$ cat config.mk
export PLATFORM = sky130hd
export DESIGN_NAME = disciplined_counter_timestamp_top
export DESIGN_NICKNAME = d
export VERILOG_FILES = /design/src/hw/rtl/dct_pkg.sv /design/src/hw/rtl/dct_div.sv /design/src/hw/rtl/dct_dp.sv /design/src/hw/rtl/dct_ctrl.sv /design/src/hw/rtl/disciplined_counter_timestamp_top.sv
export SDC_FILE = /design/constraint.sdc
export NUM_CORES = 2
export LEC_CHECK = 0
export BUFFER_PORTS_ARGS = -buffer_cell sky130_fd_sc_hd__buf_4
export CORE_AREA = 4 4 418 523
export DETAILED_ROUTE_END_ITERATION = 7
export DIE_AREA = 0 0 422 527
export GPL_TIMING_DRIVEN = 0
export PLACE_DENSITY_LB_ADDON = 0.05
export REMOVE_ABC_BUFFERS = 1
export SLEW_MARGIN = 0
export SYNTH_ARGS = -nofsm -noshare
export SYNTH_HDL_FRONTEND = slang
export SYNTH_SLANG_ARGS = --single-unit
$ cat constraint.sdc
create_clock -name i_clk -period 8.76 [get_ports i_clk]
set_input_delay 1.752 -clock i_clk [delete_from_list [all_inputs] [get_ports i_clk]]
set_output_delay 1.752 -clock i_clk [all_outputs]
set_load 0.01 [all_outputs]
$ cat src/hw/rtl/dct_pkg.sv
// Shared types, constants and command/status bundles for the disciplined counter timestamp.
`default_nettype none

package dct_pkg;

    // Field widths of the request and response.
    localparam int SYS_TIME_W = 63;
    localparam int CNT_IN_W   = 39;
    localparam int SEC_W      = 41;
    localparam int USEC_W     = 21;

    // Configuration port.
    localparam int CFG_IDX_W  = 1;
    localparam int CFG_DATA_W = 32;

    // Defaults for the top-level parameters.
    localparam int COUNTER_BITS_DEF = 39;
    localparam int WINDOW_TICKS_DEF = 1000000;

    // Time base: 100 ns ticks per second, and the 1601 to 1970 distance in ticks.
    localparam int                TICKS_W       = 24;
    localparam logic [TICKS_W-1:0] TICKS_PER_SEC = 24'd10000000;
    localparam logic [63:0]       EPOCH_DIFF    = 64'd116444736000000000;

    // Exact divide by ten for values below 2^32: multiply and keep bits above USEC_SHIFT.
    localparam logic [31:0] USEC_RECIP = 32'hCCCCCCCD;
    localparam int          USEC_SHIFT = 35;

    // Shared divider geometry.
    localparam int DIV_W     = 64;
    localparam int DIVISOR_W = 32;
    localparam int DIV_STEPS = 2;

    typedef enum logic [CFG_IDX_W-1:0] {
        CFG_FREQ   = 1'b0,
        CFG_ENABLE = 1'b1
    } t_cfg_idx;

    typedef enum logic [1:0] {
        DIV_SCALE = 2'd0,
        DIV_WRAP  = 2'd1,
        DIV_SEC   = 2'd2
    } t_div_sel;

    typedef enum logic [3:0] {
        S_IDLE,
        S_MUL,
        S_SCALE_GO,
        S_SCALE_WAIT,
        S_INIT,
        S_WRAP_GO,
        S_WRAP_WAIT,
        S_SUM,
        S_CHECK,
        S_FIX,
        S_REL,
        S_ABS,
        S_SEC_GO,
        S_SEC_WAIT,
        S_USEC,
        S_OUT
    } t_state;

    typedef struct packed {
        logic     load;
        logic     mul;
        logic     div_start;
        t_div_sel div_sel;
        logic     take_scaled;
        logic     init;
        logic     add_wrap;
        logic     sum;
        logic     check;
        logic     fix;
        logic     rel;
        logic     absval;
        logic     take_sec;
        logic     usec;
        logic     out_load;
    } t_dp_cmd;

    typedef struct packed {
        logic enable;
        logic wrap;
        logic div_done;
        logic out_free;
    } t_dp_status;

endpackage

`default_nettype wire

$ cat src/hw/rtl/dct_div.sv
// Iterative restoring divider, STEPS quotient bits per cycle.
`default_nettype none

module dct_div #(
    parameter int W     = dct_pkg::DIV_W,
    parameter int DW    = dct_pkg::DIVISOR_W,
    parameter int STEPS = dct_pkg::DIV_STEPS
) (
    input  wire logic          i_clk,
    input  wire logic          i_rst_n,
    input  wire logic          i_start,
    input  wire logic [W-1:0]  i_dividend,
    input  wire logic [DW-1:0] i_divisor,
    output logic               o_done,
    output logic [W-1:0]       o_quotient,
    output logic [DW-1:0]      o_remainder
);

    localparam int ITER  = W / STEPS;
    localparam int CNT_W = $clog2(ITER + 1);

    logic             r_busy;
    logic             r_done;
    logic [CNT_W-1:0] r_cnt;
    logic [W-1:0]     r_quo;
    logic [DW-1:0]    r_rem;
    logic [DW-1:0]    r_den;

    logic [W-1:0]     n_quo;
    logic [DW-1:0]    n_rem;
    logic [DW:0]      trial;
    logic [DW:0]      diff;

    // The dividend shifts out of the top of r_quo while quotient bits shift in below.
    always_comb begin
        n_quo = r_quo;
        n_rem = r_rem;
        trial = '0;
        diff  = '0;
        for (int k = 0; k < STEPS; k++) begin
            trial = {n_rem, n_quo[W-1]};
            diff  = trial - {1'b0, r_den};
            if (trial >= {1'b0, r_den}) begin
                n_rem = diff[DW-1:0];
                n_quo = {n_quo[W-2:0], 1'b1};
            end else begin
                n_rem = trial[DW-1:0];
                n_quo = {n_quo[W-2:0], 1'b0};
            end
        end
    end

    always_ff @(posedge i_clk) begin
        if (!i_rst_n) begin
            r_busy <= 1'b0;
            r_done <= 1'b0;
            r_cnt  <= '0;
        end else begin
            r_done <= 1'b0;
            if (i_start) begin
                r_busy <= 1'b1;
                r_cnt  <= CNT_W'(ITER);
            end else if (r_busy) begin
                r_cnt <= r_cnt - 1'b1;
                if (r_cnt == CNT_W'(1)) begin
                    r_busy <= 1'b0;
                    r_done <= 1'b1;
                end
            end
        end
    end

    always_ff @(posedge i_clk) begin
        if (i_start) begin
            r_quo <= i_dividend;
            r_rem <= '0;
            r_den <= i_divisor;
        end else if (r_busy) begin
            r_quo <= n_quo;
            r_rem <= n_rem;
        end
    end

    assign o_done      = r_done;
    assign o_quotient  = r_quo;
    assign o_remainder = r_rem;

endmodule

`default_nettype wire

$ cat src/hw/rtl/dct_dp.sv
// Datapath: configuration, offset state, scaling, window test and seconds/microseconds split.
`default_nettype none

module dct_dp #(
    parameter int COUNTER_BITS = dct_pkg::COUNTER_BITS_DEF,
    parameter int WINDOW_TICKS = dct_pkg::WINDOW_TICKS_DEF
) (
    input  wire logic                              i_clk,
    input  wire logic                              i_rst_n,
    input  wire dct_pkg::t_dp_cmd                  i_cmd,
    output dct_pkg::t_dp_status                    o_status,
    input  wire logic                              i_cfg_valid,
    input  wire logic [dct_pkg::CFG_IDX_W-1:0]     i_cfg_index,
    input  wire logic [dct_pkg::CFG_DATA_W-1:0]    i_cfg_data,
    input  wire logic [dct_pkg::SYS_TIME_W-1:0]    i_system_time,
    input  wire logic [dct_pkg::CNT_IN_W-1:0]      i_counter_value,
    output logic                                   o_rsp_valid,
    input  wire logic                              i_rsp_ready,
    output logic signed [dct_pkg::SEC_W-1:0]       o_seconds,
    output logic signed [dct_pkg::USEC_W-1:0]      o_microseconds
);

    import dct_pkg::*;

    localparam int          PW      = COUNTER_BITS + TICKS_W;
    localparam int          UPW     = TICKS_W + 32;
    localparam logic [63:0] WrapNum = 64'(TICKS_PER_SEC) << COUNTER_BITS;

    // Configuration registers.
    logic [CFG_DATA_W-1:0]   r_freq;
    logic                    r_enable;

    // State kept across requests.
    logic [63:0]             r_offset;
    logic [63:0]             r_last;
    logic                    r_started;

    // Per-request working registers.
    logic [SYS_TIME_W-1:0]   r_t;
    logic [COUNTER_BITS-1:0] r_cnt;
    logic [63:0]             r_prod;
    logic [63:0]             r_scaled;
    logic                    r_wrap;
    logic [63:0]             r_sum;
    logic                    r_outside;
    logic [63:0]             r_diff;
    logic [63:0]             r_stamp;
    logic [63:0]             r_rel;
    logic                    r_neg;
    logic [63:0]             r_abs;
    logic [SEC_W-1:0]        r_sec_mag;
    logic [TICKS_W-1:0]      r_rem_sec;
    logic [UPW-1:0]          r_us_prod;
    logic                    r_rsp_valid;
    logic [SEC_W-1:0]        r_seconds;
    logic [USEC_W-1:0]       r_usec;

    logic [DIVISOR_W-1:0]    freq_eff;
    logic [PW-1:0]           prod_c;
    logic [DIV_W-1:0]        div_dividend;
    logic [DIVISOR_W-1:0]    div_divisor;
    logic                    div_done;
    logic [DIV_W-1:0]        div_quo;
    logic [DIVISOR_W-1:0]    div_rem;
    logic signed [65:0]      sum_x;
    logic signed [65:0]      win_hi;
    logic signed [65:0]      win_lo;
    logic                    outside;
    logic [USEC_W-1:0]       usec_mag;

    // A zero frequency falls back to the nominal 10 MHz.
    assign freq_eff = (r_freq == '0) ? DIVISOR_W'(TICKS_PER_SEC) : r_freq;
    assign prod_c   = PW'(r_cnt) * PW'(TICKS_PER_SEC);

    always_comb begin
        case (i_cmd.div_sel)
            DIV_SCALE: begin
                div_dividend = r_prod;
                div_divisor  = freq_eff;
            end
            DIV_WRAP: begin
                div_dividend = WrapNum;
                div_divisor  = freq_eff;
            end
            DIV_SEC: begin
                div_dividend = r_abs;
                div_divisor  = DIVISOR_W'(TICKS_PER_SEC);
            end
            default: begin
                div_dividend = r_prod;
                div_divisor  = freq_eff;
            end
        endcase
    end

    dct_div #(
        .W     (DIV_W),
        .DW    (DIVISOR_W),
        .STEPS (DIV_STEPS)
    ) u_div (
        .i_clk       (i_clk),
        .i_rst_n     (i_rst_n),
        .i_start     (i_cmd.div_start),
        .i_dividend  (div_dividend),
        .i_divisor   (div_divisor),
        .o_done      (div_done),
        .o_quotient  (div_quo),
        .o_remainder (div_rem)
    );

    // The window test runs at 66 bits so that neither bound nor the signed sum can overflow.
    assign sum_x   = {{2{r_sum[63]}}, r_sum};
    assign win_hi  = $signed(66'(r_t) + 66'(WINDOW_TICKS));
    assign win_lo  = $signed(66'(r_t) - 66'(WINDOW_TICKS));
    assign outside = (sum_x > win_hi) || (sum_x < win_lo);

    assign usec_mag = r_us_prod[USEC_SHIFT +: USEC_W];

    always_ff @(posedge i_clk) begin
        if (!i_rst_n) begin
            r_freq   <= CFG_DATA_W'(TICKS_PER_SEC);
            r_enable <= 1'b1;
        end else if (i_cfg_valid) begin
            unique case (t_cfg_idx'(i_cfg_index))
                CFG_FREQ:   r_freq   <= i_cfg_data;
                CFG_ENABLE: r_enable <= i_cfg_data[0];
                default:    r_enable <= r_enable;
            endcase
        end
    end

    always_ff @(posedge i_clk) begin
        if (!i_rst_n) begin
            r_offset  <= '0;
            r_last    <= '0;
            r_started <= 1'b0;
        end else if (i_cmd.init) begin
            if (!r_started) begin
                r_offset  <= 64'(r_t) - r_scaled;
                r_started <= 1'b1;
            end
            r_last <= r_scaled;
        end else if (i_cmd.add_wrap) begin
            r_offset <= r_offset + div_quo;
        end else if (i_cmd.fix && r_outside) begin
            r_offset <= r_offset + r_diff;
        end
    end

    always_ff @(posedge i_clk) begin
        if (i_cmd.load) begin
            r_t     <= i_system_time;
            r_cnt   <= i_counter_value[COUNTER_BITS-1:0];
            r_stamp <= 64'(i_system_time);
        end
        if (i_cmd.mul) begin
            r_prod <= 64'(prod_c);
        end
        if (i_cmd.take_scaled) begin
            r_scaled <= div_quo;
        end
        if (i_cmd.init) begin
            // A backward step of the scaled counter means it wrapped.
            r_wrap <= (r_last > r_scaled);
        end
        if (i_cmd.sum) begin
            r_sum <= r_scaled + r_offset;
        end
        if (i_cmd.check) begin
            r_outside <= outside;
            r_diff    <= 64'(r_t) - r_sum;
        end
        if (i_cmd.fix) begin
            r_stamp <= r_outside ? 64'(r_t) : r_sum;
        end
        if (i_cmd.rel) begin
            r_rel <= r_stamp - EPOCH_DIFF;
        end
        if (i_cmd.absval) begin
            r_neg <= r_rel[63];
            r_abs <= r_rel[63] ? (64'd0 - r_rel) : r_rel;
        end
        if (i_cmd.take_sec) begin
            r_sec_mag <= div_quo[SEC_W-1:0];
            r_rem_sec <= div_rem[TICKS_W-1:0];
        end
        if (i_cmd.usec) begin
            r_us_prod <= UPW'(r_rem_sec) * UPW'(USEC_RECIP);
        end
        if (i_cmd.out_load) begin
            r_seconds <= r_neg ? (SEC_W'(0) - r_sec_mag) : r_sec_mag;
            r_usec    <= r_neg ? (USEC_W'(0) - usec_mag) : usec_mag;
        end
    end

    always_ff @(posedge i_clk) begin
        if (!i_rst_n) begin
            r_rsp_valid <= 1'b0;
        end else if (i_cmd.out_load) begin
            r_rsp_valid <= 1'b1;
        end else if (i_rsp_ready) begin
            r_rsp_valid <= 1'b0;
        end
    end

    assign o_status.enable   = r_enable;
    assign o_status.wrap     = r_wrap;
    assign o_status.div_done = div_done;
    assign o_status.out_free = !r_rsp_valid || i_rsp_ready;

    assign o_rsp_valid    = r_rsp_valid;
    assign o_seconds      = $signed(r_seconds);
    assign o_microseconds = $signed(r_usec);

endmodule

`default_nettype wire

$ cat src/hw/rtl/dct_ctrl.sv
// Controller state machine that sequences the datapath for one request at a time.
`default_nettype none

module dct_ctrl (
    input  wire logic                 i_clk,
    input  wire logic                 i_rst_n,
    input  wire logic                 i_req_valid,
    output logic                      o_req_ready,
    input  wire dct_pkg::t_dp_status  i_status,
    output dct_pkg::t_dp_cmd          o_cmd
);

    import dct_pkg::*;

    t_state r_state;
    t_state n_state;

    always_ff @(posedge i_clk) begin
        if (!i_rst_n) begin
            r_state <= S_IDLE;
        end else begin
            r_state <= n_state;
        end
    end

    always_comb begin
        n_state = r_state;
        unique case (r_state)
            S_IDLE: begin
                if (i_req_valid) begin
                    // With the counter disabled the stamp is the system time itself.
                    n_state = i_status.enable ? S_MUL : S_REL;
                end
            end
            S_MUL:        n_state = S_SCALE_GO;
            S_SCALE_GO:   n_state = S_SCALE_WAIT;
            S_SCALE_WAIT: if (i_status.div_done) n_state = S_INIT;
            S_INIT:       n_state = S_WRAP_GO;
            S_WRAP_GO:    n_state = i_status.wrap ? S_WRAP_WAIT : S_SUM;
            S_WRAP_WAIT:  if (i_status.div_done) n_state = S_SUM;
            S_SUM:        n_state = S_CHECK;
            S_CHECK:      n_state = S_FIX;
            S_FIX:        n_state = S_REL;
            S_REL:        n_state = S_ABS;
            S_ABS:        n_state = S_SEC_GO;
            S_SEC_GO:     n_state = S_SEC_WAIT;
            S_SEC_WAIT:   if (i_status.div_done) n_state = S_USEC;
            S_USEC:       n_state = S_OUT;
            S_OUT:        if (i_status.out_free) n_state = S_IDLE;
            default:      n_state = S_IDLE;
        endcase
    end

    always_comb begin
        o_cmd = '0;
        o_cmd.div_sel = DIV_SCALE;
        unique case (r_state)
            S_IDLE:       o_cmd.load = i_req_valid;
            S_MUL:        o_cmd.mul = 1'b1;
            S_SCALE_GO: begin
                o_cmd.div_start = 1'b1;
                o_cmd.div_sel   = DIV_SCALE;
            end
            S_SCALE_WAIT: o_cmd.take_scaled = i_status.div_done;
            S_INIT:       o_cmd.init = 1'b1;
            S_WRAP_GO: begin
                o_cmd.div_start = i_status.wrap;
                o_cmd.div_sel   = DIV_WRAP;
            end
            S_WRAP_WAIT:  o_cmd.add_wrap = i_status.div_done;
            S_SUM:        o_cmd.sum = 1'b1;
            S_CHECK:      o_cmd.check = 1'b1;
            S_FIX:        o_cmd.fix = 1'b1;
            S_REL:        o_cmd.rel = 1'b1;
            S_ABS:        o_cmd.absval = 1'b1;
            S_SEC_GO: begin
                o_cmd.div_start = 1'b1;
                o_cmd.div_sel   = DIV_SEC;
            end
            S_SEC_WAIT:   o_cmd.take_sec = i_status.div_done;
            S_USEC:       o_cmd.usec = 1'b1;
            S_OUT:        o_cmd.out_load = i_status.out_free;
            default:      o_cmd.load = 1'b0;
        endcase
    end

    assign o_req_ready = (r_state == S_IDLE);

endmodule

`default_nettype wire

$ cat src/hw/rtl/disciplined_counter_timestamp_top.sv
// Request time is set by the 64-bit divider, two quotient bits per cycle: one pass scales the
// counter, a second adds the wrap when one is seen and a third splits seconds, so one to three
// passes per request; with the counter disabled only the seconds pass runs.
// Throughput: one request in flight; the next is taken once the previous result is loaded
// into the output register, even while that result still waits to be taken.
// Reset (synchronous, active low): frequency 10 MHz, counter enabled, offset state cleared.
`default_nettype none

module disciplined_counter_timestamp_top #(
    parameter int COUNTER_BITS = dct_pkg::COUNTER_BITS_DEF,
    parameter int WINDOW_TICKS = dct_pkg::WINDOW_TICKS_DEF
) (
    input  wire logic                              i_clk,
    input  wire logic                              i_rst_n,
    input  wire logic                              i_cfg_valid,
    output logic                                   o_cfg_ready,
    input  wire logic [dct_pkg::CFG_IDX_W-1:0]     i_cfg_index,
    input  wire logic [dct_pkg::CFG_DATA_W-1:0]    i_cfg_data,
    input  wire logic                              i_req_valid,
    output logic                                   o_req_ready,
    input  wire logic [dct_pkg::SYS_TIME_W-1:0]    i_system_time,
    input  wire logic [dct_pkg::CNT_IN_W-1:0]      i_counter_value,
    output logic                                   o_rsp_valid,
    input  wire logic                              i_rsp_ready,
    output logic signed [dct_pkg::SEC_W-1:0]       o_seconds,
    output logic signed [dct_pkg::USEC_W-1:0]      o_microseconds
);

    import dct_pkg::*;

    t_dp_cmd    cmd;
    t_dp_status status;

    // User must send configuration writes only while idle (not enforced); port never stalls.
    assign o_cfg_ready = 1'b1;

    dct_ctrl u_ctrl (
        .i_clk       (i_clk),
        .i_rst_n     (i_rst_n),
        .i_req_valid (i_req_valid),
        .o_req_ready (o_req_ready),
        .i_status    (status),
        .o_cmd       (cmd)
    );

    dct_dp #(
        .COUNTER_BITS (COUNTER_BITS),
        .WINDOW_TICKS (WINDOW_TICKS)
    ) u_dp (
        .i_clk           (i_clk),
        .i_rst_n         (i_rst_n),
        .i_cmd           (cmd),
        .o_status        (status),
        .i_cfg_valid     (i_cfg_valid),
        .i_cfg_index     (i_cfg_index),
        .i_cfg_data      (i_cfg_data),
        .i_system_time   (i_system_time),
        .i_counter_value (i_counter_value),
        .o_rsp_valid     (o_rsp_valid),
        .i_rsp_ready     (i_rsp_ready),
        .o_seconds       (o_seconds),
        .o_microseconds  (o_microseconds)
    );

endmodule

`default_nettype wire

Word-level counts from Yosys, hierarchy flattened:

Index checks and enable logic that the tools add are counted.

* register bits: 1031
* bits of input ports: 140
* output and inout bits: 65
* logic and storage cells: 144

* add/subtract/negate cells: 14
* $mul: 2
* $lt $le $gt $ge: 5
* equality and inequality tests: 24
* mux-type cells: 47
* bitwise gates (word level): 3
* reduce and logical (&&, ||, !) cells: 17

Operator list (count)
* 2-to-1 mux 64 bit: 9
* adder 64 bit: 3
* case mux 64 bit (2 select lines): 1
* subtractor 63 x 64 -> 64 bit: 2
* greater-or-equal comparator 33 x 32 -> 1 bit: 2
* > comparator 64 x 65 -> 1 bit: 1
* adder 63 x 20 -> 64 bit, second input constant: 1
* > comparator 64 bit: 1
* less-than comparator 64 bit: 1
* 2-to-1 mux 32 bit: 2
* case mux 4 bit (16 select lines): 1
* subtractor 1 x 64 -> 64 bit, first input constant: 1
* subtractor 32 bit: 2
* subtractor 63 x 20 -> 64 bit, second input constant: 1
* subtractor 64 x 57 -> 64 bit, second input constant: 1
* 2-to-1 mux 63 bit: 1
* multiplier 24 x 32 -> 56 bit, second input constant: 1
* multiplier 39 x 17 -> 56 bit, second input constant: 1
* 2-to-1 mux 41 bit: 1
* subtractor 1 x 41 -> 41 bit, first input constant: 1
* equality test 4 bit, second input constant: 8
* logical NOT 32 bit: 1
* 2-to-1 mux 4 bit: 6
* 2-to-1 mux 1 bit: 22
* other kinds (24): 41

Logic depth before layout (Yosys ltp):

* depth in word-level cells: 6
* gate-level depth with buffers: 26
* gate-level depth less buffers: 26

Cells and area by module:

From an unflattened synthesis, not the netlist that was laid out.

* cell total of the unflattened synthesis: 8353
* area total of the unflattened synthesis: 83568.9 sq um

By module, submodules not included
* dct_dp: instances 1, cells each 7360, area an instance 73875.9 sq um, sequential area each 24073.1 sq um
* dct_div: instances 1, cells each 913, area an instance 9090.0 sq um, sequential area each 3683.5 sq um
* dct_ctrl: instances 1, cells each 78, area an instance 591.8 sq um, sequential area each 80.1 sq um
* disciplined_counter_timestamp_top: instances 1, cells each 2, area an instance 11.3 sq um, sequential area each 0.0 sq um

Worst setup path after synthesis:

OpenSTA, ideal clock, no wires.

* path kind: flip-flop to flip-flop
* start point: register u_dp.r_rem_sec[16]
* end point: register u_dp.r_us_prod[54] (data pin)
* library setup time: 0.258 ns
* data arrival time: 6.440 ns
* required time: 8.502 ns
* setup slack: 2.062 ns
* stages on the path, launching flop included: 23
* path buffers: 0
* period minus slack after synthesis: 6.698 ns
* cell sequence: edfxtp_1 inv_1 ha_1 fa_1 fa_1 fa_1 inv_1 fa_1 fa_1 inv_1 fa_1 inv_1 ha_1 and3_1 nand2_1 a21oi_1 o2111ai_1 a2111o_1 o211a_1 o31a_1 a21oi_1 a21oi_1 xnor2_1

* word-level cells in the longest chain between the ends: 1

RTL lines
* start, declared: line dct_dp.sv:52 `logic [TICKS_W-1:0] r_rem_sec;`
* start signal, assigned: line dct_dp.sv:185 `r_rem_sec <= div_rem[TICKS_W-1:0];`
* multiplier 24 x 32 -> 56 bit: line dct_dp.sv:188 `r_us_prod <= UPW'(r_rem_sec) * UPW'(USEC_RECIP);`
* end signal, assigned: line dct_dp.sv:188
* end, declared: line dct_dp.sv:53 `logic [UPW-1:0] r_us_prod;`

Every way passes these cells.
A chain may end at the register's enable or synchronous reset.

Final worst setup path:

* start point: register u_dp.r_rem_sec[10]
* end point: register u_dp.r_us_prod[54] (data pin)

The elaborated chain is that of the path after synthesis.

==> qor.csv <==
stage;metric;value;unit
timing;fin_skew;28.69;ps
synthesis;syn_avg_cell_area;9.648;um2
run_status;status;completed;
detailed_routing;firstDrtPassIters;7;
synthesis;synthDistinctLibCells;89;
run;drv_cap;0;
detailed_routing;ant_nets;0;
final_layout;nNetsFinal;10255;
timing;setup_violations;0;
die;core;213700;um2
synthesis;ys_seq_area_share;33.52;%
synthesis;synth_area_leader_cell;edfxtp_1;
global_route;antenna_found_initial;34;
synthesis;synthCells;8608;
placed_design;port_buffers;203;
timing;fmax;126.3;MHz
detailed_routing;drt-initial-drc-count;3069;
final_layout;final_cell_mix;ha_1 (1,016), inv_1 (984), edfxtp_1 (789);
timing;fin_ws;840.2;ps
synthesis;ys.flop_type;edfxtp_1;
detailed_routing;num_vias;63121;
global_route;grt_max_degree;95;
clocking;hold_buffers;0;
placed_design;dp_hpwl;218400;um
die;io_pins;205;
timing;drv_slew;0;
placed_design;dp_slack;716.9;ps
synthesis;syn_area;83050;um2
synthesis;synth_edf_count;789;
setup_path;cp.required;9240;ps
timing;tightest_slew;1355;ps
detailed_routing;vias_per_cell;5.438;
synthesis;yosysWarningCount;0;
clocking;cts_tree;built;
final_layout;syn2layout_area_growth;11.24;%
setup_path;arrival;8400;ps
setup_path;worstSetupStartpoint;u_dp.r_rem_sec[10];
die;die_y;527;um
global_route;grt_overflow_total;0;
clocking;cts_setup_buffers;0;
clocking;cts_root_buf;clkbuf_16;
placed_design;dpl_cell_area;88380;um2
clocking;htree_levels;3;
synthesis;synth-seq-cells;996;
setup_path;r2r-start;u_dp.r_rem_sec[10];
die;rows;190;
detailed_routing;wl_per_cell;22.81;um
setup_path;reg2reg_depth;20;
setup_path;critPathMaxFanout;4;
timing;fin_crit_sh;90.41;%
setup_path;regToRegSetupSlack;840;ps
worst_hold_path;min_from;u_dp.r_stamp[5];
die;initial_core_util;38.86;%
setup_path;crit_type;flop to flop;
timing;grt_setup_unrepaired;false;
clocking;clkSlewWorstSetupHoldPaths;60;ps
die;die_w;422;um
clocking;cts_buffer_depth;3;
clocking;postCtsResizedCells;0;
placed_design;gp_congestion;0.9123;
synthesis;yosys-top-cells-area;edfxtp_1 (29%), ha_1 (15%), fa_1 (9.3%), dfxtp_1 (5.0%), xnor2_1 (4.5%);
clocking;cts_inserted_buffers;117;
timing;hold_viol_final;0;
final_layout;postLayoutCellArea;92380;um2
clocking;clock-sinks;996;
die;dieArea;222400;um2
timing;maxSlewHeadroom;7.310;%
detailed_routing;drc;0;
final_layout;drive_above_1_share;6.834;%
setup_path;endpoint_kind;flop;
timing;layout_min_cycle_time;7920;ps
clocking;insertion_delay;750;ps
setup_path;r2r_end;u_dp.r_us_prod[54];
global_route;grt_pass1_wl;395500;um
synthesis;synth_top_area_share;28.53;%
global_route;globalRouteTotalUtil;23.31;%
synthesis;synthArstFlopShare;0;%
final_layout;final_common_cell;ha_1;
worst_hold_path;hp-class;flop to flop;
detailed_routing;wl;264800;um
setup_path;startpoint_type;flop;
setup_path;endpoint;u_dp.r_us_prod[54];
global_route;grt_pass1_vias;65663;
per-stage QoR:
stage               std cells  hold WS [ps]  util (%)  setup TNS (ps)
floorplan                8317         400.3         -          -25580
global placement        11304         401.8     40.68        -1758960
detailed placement      11377         404.5     41.36               0
CTS                     11593         415.0     43.21               0
global route            11594         417.3     43.21               0
finish                  11608         418.9     43.23               0
worst min path at each step:
stage / slack, ps / cells past startpoint / end
final: 420 / 0 / u_dp.r_rel[5]
after global routing: 420 / 0 / u_dp.r_rel[13]
after CTS: 410 / 0 / u_dp.r_rel[13]
after detailed placement: 400 / 0 / u_dp.r_rel[5]
after global placement: 400 / 0 / u_dp.r_rel[7]
after floorplan: 400 / 0 / u_dp.r_rel[0]
area by class of cell:
| class | instances | area, um2 |
|---|---|---|
| clock buffer | 147 | 3164 |
| fill | 20674 | 121300 |
| inverter | 989 | 3730 |
| multi-input combinational | 6332 | 50520 |
| sequential | 996 | 27840 |
| tap | 2784 | 3483 |
| clock inverter | 69 | 790.8 |
| timing repair buffer | 276 | 2816 |
| antenna | 15 | 37.54 |
routing by layer:
metal  global-route usage (%)  wire length, um  vias up
li1                         -                -    30779
met1                    28.21           111100    30588
met2                    41.53           130900     1253
met3                    3.110            10390      471
met4                    9.804            12210       30
met5                        0              193        -
synthesized netlist by cell type (15+ instances only):
cell type,number
a211oi_1,59
o41ai_1,18
nor3_1,138
nand3_1,148
inv_1,986
clkbuf_1,259
nor2b_1,60
or2_2,20
o31ai_1,74
ha_1,1017
nor2_1,572
o31a_1,15
or3_1,54
buf_1,24
and2_1,53
mux2_2,66
o21bai_1,70
a21o_1,294
xnor2_1,429
a221oi_1,67
nand2_1,668
nand4_1,138
and3_1,61
o21ai_0,388
mux2i_1,96
o21a_1,62
nand2b_1,58
fa_1,386
a21boi_0,29
nor4_1,49
edfxtp_1,789
or4_1,34
o211ai_1,33
a31oi_1,57
xor2_1,185
dfxtp_1,207
a21oi_1,717
state kept, by name, summed over array words and instances, names as in the netlist, 39 cells and up:
name                   flops
u_dp.r_stamp              64
u_dp.r_offset             64
u_dp.r_abs                64
u_dp.r_prod               56
u_dp.o_seconds            41
u_dp.r_t                  63
u_dp.r_last               64
u_dp.r_cnt                39
u_dp.r_sum                64
u_dp.r_scaled             64
u_dp.r_sec_mag            41
u_dp.r_rel                64
u_dp.u_div.o_quotient     64
u_dp.r_diff               64
worst max-delay path: stages (launching register included):
cell and delay, ps:
edfxtp_1 460, ha_1 350, fa_1 780, fa_1 490
inv_1 180, fa_1 550, fa_1 620, fa_1 450
fa_1 510, inv_1 40, ha_1 320, nand4_1 180
nor2_1 190, nand2_1 80, nor4b_1 800, nor3_1 290
o211a_1 340, o31a_1 350, a21oi_1 350, a21oi_1 140
xnor2_1 160
kinds of logic (layout without fill, tap and decap cells):
kind of cell	Yosys count	after routing	synth area share, %
AND/OR/NAND/NOR	2102	2102	11.86
buffers and inverters	1280	1481	5.801
XOR/XNOR	614	614	6.476
multiplexers	162	162	2.052
adder cells (fa/ha/maj)	1403	1403	24.63
flip-flops	996	996	33.52
other	1	16	0.004516
AO/OA/AOI/OAI	2050	2050	15.66
Power is not shown: default switching activity piles up to over one toggle a cycle in this logic, so the estimate is an artifact.
